File: src/sv/olt_pkg.sv
// ----------------------------------------------------------------------------
// Ordered list table package
// Field widths, operation and status codes, and parameter defaults shared by
// the ordered list table and its channel interfaces.
// ----------------------------------------------------------------------------
package olt_pkg;

  localparam int unsigned CAPACITY_DEF   = 16;
  localparam int unsigned DATA_WIDTH_DEF = 32;

  localparam int unsigned FUNC_W   = 3;
  localparam int unsigned VALUE_W  = 32;
  localparam int unsigned POS_W    = 4;
  localparam int unsigned STATUS_W = 2;
  localparam int unsigned WHERE_W  = 5;
  localparam int unsigned COUNT_W  = 5;

  localparam logic [FUNC_W-1:0] FUNC_APPEND = 3'd0;
  localparam logic [FUNC_W-1:0] FUNC_INSERT = 3'd1;
  localparam logic [FUNC_W-1:0] FUNC_DELETE = 3'd2;
  localparam logic [FUNC_W-1:0] FUNC_READ   = 3'd3;
  localparam logic [FUNC_W-1:0] FUNC_CLEAR  = 3'd4;

  localparam logic [STATUS_W-1:0] ST_DONE  = 2'd0;
  localparam logic [STATUS_W-1:0] ST_FULL  = 2'd1;
  localparam logic [STATUS_W-1:0] ST_RANGE = 2'd2;

endpackage

File: src/sv/olt_req_if.sv
// ----------------------------------------------------------------------------
// Ordered list table request channel
// Valid/ready channel that carries one operation item into the table.
// ----------------------------------------------------------------------------
interface olt_req_if;
  import olt_pkg::*;

  logic                      valid;
  logic                      ready;
  logic [FUNC_W-1:0]         func;
  logic signed [VALUE_W-1:0] value;
  logic [POS_W-1:0]          position;

  modport source (output valid, output func, output value, output position, input ready);
  modport sink (input valid, input func, input value, input position, output ready);
endinterface

File: src/sv/olt_rsp_if.sv
// ----------------------------------------------------------------------------
// Ordered list table result channel
// Valid/ready channel that carries one result item out of the table.
// ----------------------------------------------------------------------------
interface olt_rsp_if;
  import olt_pkg::*;

  logic                      valid;
  logic                      ready;
  logic [STATUS_W-1:0]       status;
  logic signed [VALUE_W-1:0] read_value;
  logic [WHERE_W-1:0]        where_placed;
  logic [COUNT_W-1:0]        entry_count;

  modport source (
    output valid, output status, output read_value, output where_placed,
    output entry_count, input ready
  );
  modport sink (
    input valid, input status, input read_value, input where_placed,
    input entry_count, output ready
  );
endinterface

File: src/sv/olt_ram.sv
// ----------------------------------------------------------------------------
// Ordered list table RAM
// Generic memory with one write port and one read port with registered data.
// ----------------------------------------------------------------------------
module olt_ram #(
  parameter int unsigned WIDTH = 32,
  parameter int unsigned DEPTH = 16
) (
  input  logic                     clk_i,
  input  logic                     we_i,
  input  logic [$clog2(DEPTH)-1:0] waddr_i,
  input  logic [WIDTH-1:0]         wdata_i,
  input  logic [$clog2(DEPTH)-1:0] raddr_i,
  output logic [WIDTH-1:0]         rdata_o
);

  logic [WIDTH-1:0] mem_q [DEPTH];

  always_ff @(posedge clk_i) begin
    if (we_i) begin
      mem_q[waddr_i] <= wdata_i;
    end
    rdata_o <= mem_q[raddr_i];
  end

endmodule

File: src/sv/ordered_list_table.sv
// ----------------------------------------------------------------------------
// Ordered list table
// Full, range, clear and unused items go from accept straight to the done
// state; append passes the write state and read the read wait state first.
// Delete shifts any later entries down; insert scans for the first greater
// entry, shifts the later entries up and writes, one entry per cycle through
// the single RAM read port. One item is in work at a time, so the next item
// is taken only after the result is loaded. Reset empties the list.
// ----------------------------------------------------------------------------
module ordered_list_table #(
  parameter int unsigned CAPACITY   = olt_pkg::CAPACITY_DEF,
  parameter int unsigned DATA_WIDTH = olt_pkg::DATA_WIDTH_DEF
) (
  input  logic     clk_i,
  input  logic     rst_ni,
  olt_req_if.sink   in_i,
  olt_rsp_if.source out_o
);
  import olt_pkg::*;

  localparam int unsigned AW = $clog2(CAPACITY);
  localparam int unsigned CW = $clog2(CAPACITY + 1);
  localparam int unsigned IW = (CW > WHERE_W) ? CW : WHERE_W;

  localparam logic [2:0] S_IDLE   = 3'd0;
  localparam logic [2:0] S_SCAN   = 3'd1;
  localparam logic [2:0] S_SHUP   = 3'd2;
  localparam logic [2:0] S_WRITE  = 3'd3;
  localparam logic [2:0] S_SHDN   = 3'd4;
  localparam logic [2:0] S_RDWAIT = 3'd5;
  localparam logic [2:0] S_DONE   = 3'd6;

  logic [2:0]            state_q, state_d;
  logic [DATA_WIDTH-1:0] val_q;
  logic [IW-1:0]         pos_q;
  logic [IW-1:0]         idx_q, idx_d;
  logic [IW-1:0]         slot_q, slot_d;
  logic [IW-1:0]         cnt_q, cnt_d;
  logic [STATUS_W-1:0]   res_status_q, res_status_d;
  logic [VALUE_W-1:0]    res_read_q, res_read_d;
  logic [WHERE_W-1:0]    res_where_q, res_where_d;
  logic                  out_valid_q, out_valid_d;
  logic [STATUS_W-1:0]   out_status_q;
  logic [VALUE_W-1:0]    out_read_q;
  logic [WHERE_W-1:0]    out_where_q;
  logic [COUNT_W-1:0]    out_count_q;
  logic                  out_load;

  logic                  ram_we;
  logic [AW-1:0]         ram_waddr;
  logic [DATA_WIDTH-1:0] ram_wdata;
  logic [AW-1:0]         ram_raddr;
  logic [DATA_WIDTH-1:0] ram_rdata;

  logic                     accept;
  logic [IW-1:0]            in_pos, in_pos_p1;
  logic [IW-1:0]            idx_p1, idx_p2, idx_m1, idx_m2, cnt_m1;
  logic [DATA_WIDTH+31:0]   val_wide;
  logic [DATA_WIDTH+31:0]   rd_wide;
  logic                     greater;

  assign in_i.ready = (state_q == S_IDLE);
  assign accept     = in_i.valid && in_i.ready;
  assign in_pos     = IW'(in_i.position);
  assign in_pos_p1  = in_pos + IW'(1);
  assign idx_p1     = idx_q + IW'(1);
  assign idx_p2     = idx_q + IW'(2);
  assign idx_m1     = idx_q - IW'(1);
  assign idx_m2     = idx_q - IW'(2);
  assign cnt_m1     = cnt_q - IW'(1);
  assign val_wide   = {{DATA_WIDTH{in_i.value[VALUE_W-1]}}, in_i.value};
  assign rd_wide    = {32'b0, ram_rdata};
  assign greater    = $signed(ram_rdata) > $signed(val_q);

  olt_ram #(
    .WIDTH(DATA_WIDTH),
    .DEPTH(CAPACITY)
  ) u_ram (
    .clk_i  (clk_i),
    .we_i   (ram_we),
    .waddr_i(ram_waddr),
    .wdata_i(ram_wdata),
    .raddr_i(ram_raddr),
    .rdata_o(ram_rdata)
  );

  always_comb begin
    state_d      = state_q;
    idx_d        = idx_q;
    slot_d       = slot_q;
    cnt_d        = cnt_q;
    res_status_d = res_status_q;
    res_read_d   = res_read_q;
    res_where_d  = res_where_q;
    ram_we       = 1'b0;
    ram_waddr    = idx_q[AW-1:0];
    ram_wdata    = ram_rdata;
    ram_raddr    = '0;
    out_load     = 1'b0;

    unique case (state_q)
      S_IDLE: begin
        if (accept) begin
          res_status_d = ST_DONE;
          res_read_d   = '0;
          res_where_d  = '0;
          state_d      = S_DONE;
          unique case (in_i.func) inside
            FUNC_APPEND, FUNC_INSERT: begin
              if (cnt_q >= IW'(CAPACITY)) begin
                res_status_d = ST_FULL;
              end else if (in_i.func == FUNC_APPEND || cnt_q == '0) begin
                slot_d  = cnt_q;
                state_d = S_WRITE;
              end else begin
                idx_d   = '0;
                state_d = S_SCAN;
              end
            end
            FUNC_DELETE: begin
              if (in_pos >= cnt_q) begin
                res_status_d = ST_RANGE;
              end else if (in_pos_p1 < cnt_q) begin
                idx_d     = in_pos;
                ram_raddr = in_pos_p1[AW-1:0];
                state_d   = S_SHDN;
              end else begin
                cnt_d       = cnt_m1;
                res_where_d = in_pos[WHERE_W-1:0];
              end
            end
            FUNC_READ: begin
              if (in_pos >= cnt_q) begin
                res_status_d = ST_RANGE;
              end else begin
                ram_raddr = in_pos[AW-1:0];
                state_d   = S_RDWAIT;
              end
            end
            FUNC_CLEAR: begin
              cnt_d = '0;
            end
            default: begin
            end
          endcase
        end
      end
      S_SCAN: begin
        if (greater) begin
          slot_d    = idx_q;
          idx_d     = cnt_q;
          ram_raddr = cnt_m1[AW-1:0];
          state_d   = S_SHUP;
        end else if (idx_p1 == cnt_q) begin
          slot_d  = cnt_q;
          state_d = S_WRITE;
        end else begin
          idx_d     = idx_p1;
          ram_raddr = idx_p1[AW-1:0];
        end
      end
      S_SHUP: begin
        ram_we = 1'b1;
        if (idx_m1 == slot_q) begin
          state_d = S_WRITE;
        end else begin
          idx_d     = idx_m1;
          ram_raddr = idx_m2[AW-1:0];
        end
      end
      S_WRITE: begin
        ram_we      = 1'b1;
        ram_waddr   = slot_q[AW-1:0];
        ram_wdata   = val_q;
        cnt_d       = cnt_q + IW'(1);
        res_where_d = slot_q[WHERE_W-1:0];
        state_d     = S_DONE;
      end
      S_SHDN: begin
        ram_we = 1'b1;
        if (idx_p2 >= cnt_q) begin
          cnt_d       = cnt_m1;
          res_where_d = pos_q[WHERE_W-1:0];
          state_d     = S_DONE;
        end else begin
          idx_d     = idx_p1;
          ram_raddr = idx_p2[AW-1:0];
        end
      end
      S_RDWAIT: begin
        res_read_d  = rd_wide[VALUE_W-1:0];
        res_where_d = pos_q[WHERE_W-1:0];
        state_d     = S_DONE;
      end
      S_DONE: begin
        if (!out_valid_q || out_o.ready) begin
          out_load = 1'b1;
          state_d  = S_IDLE;
        end
      end
      default: begin
        state_d = S_IDLE;
      end
    endcase

    out_valid_d = out_valid_q;
    if (out_valid_q && out_o.ready) begin
      out_valid_d = 1'b0;
    end
    if (out_load) begin
      out_valid_d = 1'b1;
    end
  end

  always_ff @(posedge clk_i or negedge rst_ni) begin
    if (!rst_ni) begin
      state_q     <= S_IDLE;
      cnt_q       <= '0;
      out_valid_q <= 1'b0;
    end else begin
      state_q     <= state_d;
      cnt_q       <= cnt_d;
      out_valid_q <= out_valid_d;
    end
  end

  always_ff @(posedge clk_i) begin
    idx_q        <= idx_d;
    slot_q       <= slot_d;
    res_status_q <= res_status_d;
    res_read_q   <= res_read_d;
    res_where_q  <= res_where_d;
    if (accept) begin
      val_q <= val_wide[DATA_WIDTH-1:0];
      pos_q <= in_pos;
    end
    if (out_load) begin
      out_status_q <= res_status_q;
      out_read_q   <= res_read_q;
      out_where_q  <= res_where_q;
      out_count_q  <= cnt_q[COUNT_W-1:0];
    end
  end

  assign out_o.valid        = out_valid_q;
  assign out_o.status       = out_status_q;
  assign out_o.read_value   = out_read_q;
  assign out_o.where_placed = out_where_q;
  assign out_o.entry_count  = out_count_q;

endmodule

File: src/flat_wrapper.sv
// flat-port wrapper written by rule: the top's interface ports become plain ports
module ordered_list_table_flat import olt_pkg::*;
#(
  parameter int unsigned CAPACITY   = olt_pkg::CAPACITY_DEF,
  parameter int unsigned DATA_WIDTH = olt_pkg::DATA_WIDTH_DEF
)
  (clk_i, rst_ni, in_i_valid, in_i_func, in_i_value, in_i_position, in_i_ready, out_o_valid, out_o_status, out_o_read_value, out_o_where_placed, out_o_entry_count, out_o_ready);
  olt_req_if in_i_i ();
  olt_rsp_if out_o_i ();
  input  logic clk_i;
  input  logic rst_ni;
  input wire logic [$bits(in_i_i.valid)-1:0] in_i_valid;
  input wire logic [$bits(in_i_i.func)-1:0] in_i_func;
  input wire logic [$bits(in_i_i.value)-1:0] in_i_value;
  input wire logic [$bits(in_i_i.position)-1:0] in_i_position;
  output wire logic [$bits(in_i_i.ready)-1:0] in_i_ready;
  output wire logic [$bits(out_o_i.valid)-1:0] out_o_valid;
  output wire logic [$bits(out_o_i.status)-1:0] out_o_status;
  output wire logic [$bits(out_o_i.read_value)-1:0] out_o_read_value;
  output wire logic [$bits(out_o_i.where_placed)-1:0] out_o_where_placed;
  output wire logic [$bits(out_o_i.entry_count)-1:0] out_o_entry_count;
  input wire logic [$bits(out_o_i.ready)-1:0] out_o_ready;
  assign in_i_i.valid = in_i_valid;
  assign in_i_i.func = in_i_func;
  assign in_i_i.value = in_i_value;
  assign in_i_i.position = in_i_position;
  assign in_i_ready = in_i_i.ready;
  assign out_o_valid = out_o_i.valid;
  assign out_o_status = out_o_i.status;
  assign out_o_read_value = out_o_i.read_value;
  assign out_o_where_placed = out_o_i.where_placed;
  assign out_o_entry_count = out_o_i.entry_count;
  assign out_o_i.ready = out_o_ready;
  ordered_list_table #(.CAPACITY(CAPACITY), .DATA_WIDTH(DATA_WIDTH)) u_core (.clk_i(clk_i), .rst_ni(rst_ni), .in_i(in_i_i), .out_o(out_o_i));
endmodule
File: config.mk
export PLATFORM = sky130hd
export DESIGN_NAME = ordered_list_table_flat
export DESIGN_NICKNAME = d
export VERILOG_FILES = /design/src/sv/olt_pkg.sv /design/src/sv/olt_req_if.sv /design/src/sv/olt_rsp_if.sv /design/src/sv/olt_ram.sv /design/src/sv/ordered_list_table.sv /design/src/flat_wrapper.sv
export SDC_FILE = /design/constraint.sdc
export NUM_CORES = 1
export LEC_CHECK = 0
export BUFFER_PORTS_ARGS = -buffer_cell sky130_fd_sc_hd__buf_2
export CAP_MARGIN = 20
export CELL_PAD_IN_SITES_DETAIL_PLACEMENT = 0
export CELL_PAD_IN_SITES_GLOBAL_PLACEMENT = 1
export CORE_ASPECT_RATIO = 0.9
export CORE_UTILIZATION = 40
export CTS_CLUSTER_SIZE = 28
export DETAILED_ROUTE_END_ITERATION = 12
export GPL_ROUTABILITY_DRIVEN = 1
export HOLD_SLACK_MARGIN = 0.08
export PLACE_DENSITY = 0.65
export RECOVER_POWER = 50
export SYNTH_ARGS = -nofsm -noshare
export SYNTH_HDL_FRONTEND = slang
export SYNTH_SLANG_ARGS = --single-unit
File: constraint.sdc
create_clock -name clk_i -period 4.9 [get_ports clk_i]
set_clock_uncertainty 0.05 [all_clocks]
set_input_delay 0.98 -clock clk_i [delete_from_list [all_inputs] [get_ports clk_i]]
set_output_delay 0.98 -clock clk_i [all_outputs]
set_load 0.05 [all_outputs]
==> impl_metrics.json <==
{
  "endpoint_kind": "flip-flop",
  "worst_pin_slew_ps": 2100,
  "worstSkewPairLatency_ps": 620,
  "postPlaceCellArea_um2": 31230,
  "post_cts_resize_count": 0,
  "route.detailed.drc": 0,
  "drt-total-wl_mm": 80.99,
  "comb_power_share_pct": 42.8,
  "p_clk_share_pct": 21.7,
  "p_sw_share_pct": 39.68,
  "cts_setup_buffers": 0,
  "cp.required_ps": 5310,
  "drive_gt1_share_pct": 12.72,
  "grt_pass1_vias": 18320,
  "first_iter_violations": 1973,
  "wl_per_cell_um": 25.01,
  "p_seq_share_pct": 35.4,
  "cp-start-kind": "flip-flop",
  "hpwlAfterDp_mm": 47.83,
  "grt_max_degree": 80,
  "rows": 93,
  "die_area_um2": 73340,
  "clock-sinks": 682,
  "start_util_pct": 40.39,
  "maxSlewViolCount": 77,
  "grt_pass1_wl_mm": 120.8,
  "setup-tns-final_ps": 0,
  "run_status": "finished, violations left",
  "cts_tree": "done",
  "drv_cap": 4,
  "ys_ff_latch": 682,
  "r2r_setup_slack_ps": 560,
  "min_period_ps": 4335,
  "die_y_um": 257.0,
  "nNetsFinal": 2326,
  "rsz0062_at_grt": "false",
  "fin_cells": 3238,
  "setup_violations": 0,
  "postSynth.asyncResetShare_pct": 1.320,
  "powerDensity_nw_per_um2": 763.0,
  "min-delay-path-class": "primary input to asynchronous set/reset pin",
  "htree_levels": 3,
  "synthCells": 2106,
  "grt_usage_pct": 22.01,
  "netlist_area_um2": 28910,
  "cts_buffers": 73,
  "hold_viol": 0,
  "leakage_nw": 11.58,
  "ys.flop_type": "edfxtp_1",
  "clk_pin_slew_ps": 60,
  "ioPinCount": 89,
  "power.internal_mw": 15.38,
  "vias": 18890,
  "period_share_pct": 88.47,
  "gr-total-overflow": 0,
  "violations": "capacitance limit, slew limit",
  "postSynthNetCount": 2204,
  "r2r_cells": 14,
  "max-slew-margin-rel_pct": -39.98,
  "syn_area_per_cell_um2": 13.73,
  "yosysWarningCount": 0,
  "fin_area_um2": 33410,
  "portBuffers": 88,
  "yosysSeqAreaShare_pct": 69.59,
  "place_inst": 3103,
  "clockBufferDepth": 3,
  "antenna_found_initial": 0,
  "cts.root.buffer_cell": "clkbuf_16",
  "ant_nets": 0,
  "viasPerCell": 5.834,
  "cts_hold_buffers": 0,
  "drtPass1Iterations": 6,
  "place_congestion": 0.8718,
  "die_x_um": 285.4,
  "cp_max_fo": 43,
  "p_switching_mw": 10.12,
  "core_um2": 71560,
  "vdd_ir_drop_max_mv": 0.5802,
  "cp.arrival_ps": 4740,
  "synth_edf_count": 641,
  "area_growth_pct": 15.59,
  "synth_cell_types": 85,
  "fin_util_pct": 46.69,
  "fmax_mhz": 230.7,
  "path_class": "flip-flop to flip-flop"
}
sequential cells by signal, indices dropped and copies added (netlist names):
| name | flops |
|---|---|
| u_core.cnt_q | 5 |
| u_core.idx_q | 5 |
| u_core.out_o.entry_count | 5 |
| u_core.out_o.read_value | 32 |
| u_core.out_o.status | 2 |
| u_core.out_o.valid | 1 |
| u_core.out_o.where_placed | 5 |
| u_core.pos_q | 4 |
| u_core.res_read_q | 32 |
| u_core.res_status_q | 2 |
| u_core.res_where_q | 5 |
| u_core.slot_q | 5 |
| u_core.state_q | 3 |
| u_core.u_ram.mem_q | 512 |
| u_core.u_ram.rdata_o | 32 |
| u_core.val_q | 32 |
critical path: stages, from the launching register on:
cell	delay [ps]
edfxtp_1	320
inv_1	100
ha_1	330
nand4_1	360
nor4_1	340
buf_4	220
o31a_1	390
o21bai_4	200
a211oi_1	510
a211o_2	210
buf_12	250
buf_12	220
nand3_1	90
a22oi_1	390
o211ai_1	150
layer usage:
layer | GRT usage, % | wire length (um) | vias up | part of all wire [%]
met4 | 6.179 | 1845 | 0 | 2.3
met3 | 3.449 | 5470 | 120 | 6.8
met2 | 33.91 | 36600 | 730 | 45
met5 | 0 | 0 | - | 0
li1 | - | - | 8474 | -
met1 | 32.17 | 37070 | 9567 | 46
cells in the mapped netlist (34+ instances only):
| cell | count | share of area (%) |
|---|---|---|
| edfxtp_1 | 641 | 67 |
| nand3_1 | 197 | 3.4 |
| o21ai_0 | 189 | 3.3 |
| nand2_1 | 171 | 2.2 |
| clkbuf_1 | 94 | 1.2 |
| a21oi_1 | 63 | 1.1 |
| ha_1 | 55 | 2.4 |
| inv_1 | 48 | 0.62 |
| nor2_1 | 48 | 0.62 |
| buf_2 | 44 | 0.76 |
| a31oi_1 | 39 | 0.84 |
| and3_1 | 38 | 0.82 |
| a211oi_1 | 37 | 0.96 |
| a22oi_1 | 36 | 0.93 |
| mux2i_1 | 36 | 1.2 |
| a211o_1 | 35 | 1.1 |
| a311oi_1 | 34 | 1.0 |
layout make-up:
type	count	area, um^2
sequential	682	20110
clock buffer	100	2072
antenna	1	2.502
timing repair buffer	206	1484
fill	6347	38150
multi-input combinational	1215	8029
clock inverter	34	334.1
tap	950	1189
inverter	50	187.7
through the flow:
stage	worst slack, ps	hold WS, ps	power [mW]
2_1_floorplan	1163	350.3	16.01
3_3_place_gp	383.0	350.8	20.04
3_5_place_dp	414.5	354.5	20.23
4_1_cts	531.5	155.0	25.78
5_1_grt	274.5	296.1	26.82
6_report	565.0	277.9	25.49
final timing paths:
check | startpoint | to
max | u_core.val_q[19]$_DFFE_PP_ | u_core.u_ram.rdata_o[1]$_DFF_P_
min | rst_ni | u_core.state_q[0]$_DFFE_PN0P_
max reg2reg | u_core.val_q[19]$_DFFE_PP_ | u_core.u_ram.rdata_o[1]$_DFF_P_
min reg2reg | u_core.res_read_q[16]$_SDFFCE_PN0P_ | u_core.out_o.read_value[16]$_DFFE_PP_
max in group asynchronous | rst_ni | u_core.cnt_q[0]$_DFFE_PN0P_
min in group clk_i | u_core.res_read_q[16]$_SDFFCE_PN0P_ | u_core.out_o.read_value[16]$_DFFE_PP_
logic make-up after synthesis:
group	count (synthesis)	share of synthesized area (%)
flip-flops	682	69.59
AO/OA/AOI/OAI	592	14.25
AND/OR/NAND/NOR	511	8.385
buffers and inverters	209	3.294
adder cells (fa/ha/maj)	55	2.381
multiplexers	36	1.247
XOR/XNOR	21	0.8528
placed cells by master, fill, tap and decap left out, drive strengths merged, types with 5 or more instances in the layout:
cell type,n
o211ai,34
a21o,7
nand4,8
a211o,35
nor3,9
dfrtp,9
xor2,7
nand3,198
nand2,172
dfxtp,32
a211oi,38
a21boi,33
clkbuf,188
ha,55
edfxtp,641
a31oi,40
a22oi,36
o21ai,197
nand2b,6
a311oi,34
nor3b,5
xnor2,10
nor2,49
inv,51
bufinv,6
buf,118
nor2b,6
a32o,33
mux2i,36
nor4,6
a21oi,63
clkinv,24
and3,38
power groups by stage:
stage / sequential [mW] / clock, mW / combinational, mW
6_report: 9.03 / 5.54 / 10.9
4_1_cts: 8.99 / 5.64 / 11.2
5_1_grt: 9.12 / 5.84 / 11.9
2_1_floorplan: 9.29 / 0 / 6.72
3_3_place_gp: 9.09 / 0 / 10.9
3_5_place_dp: 9.11 / 0 / 11.1
Note: power is estimated with default switching activity, not from simulation.
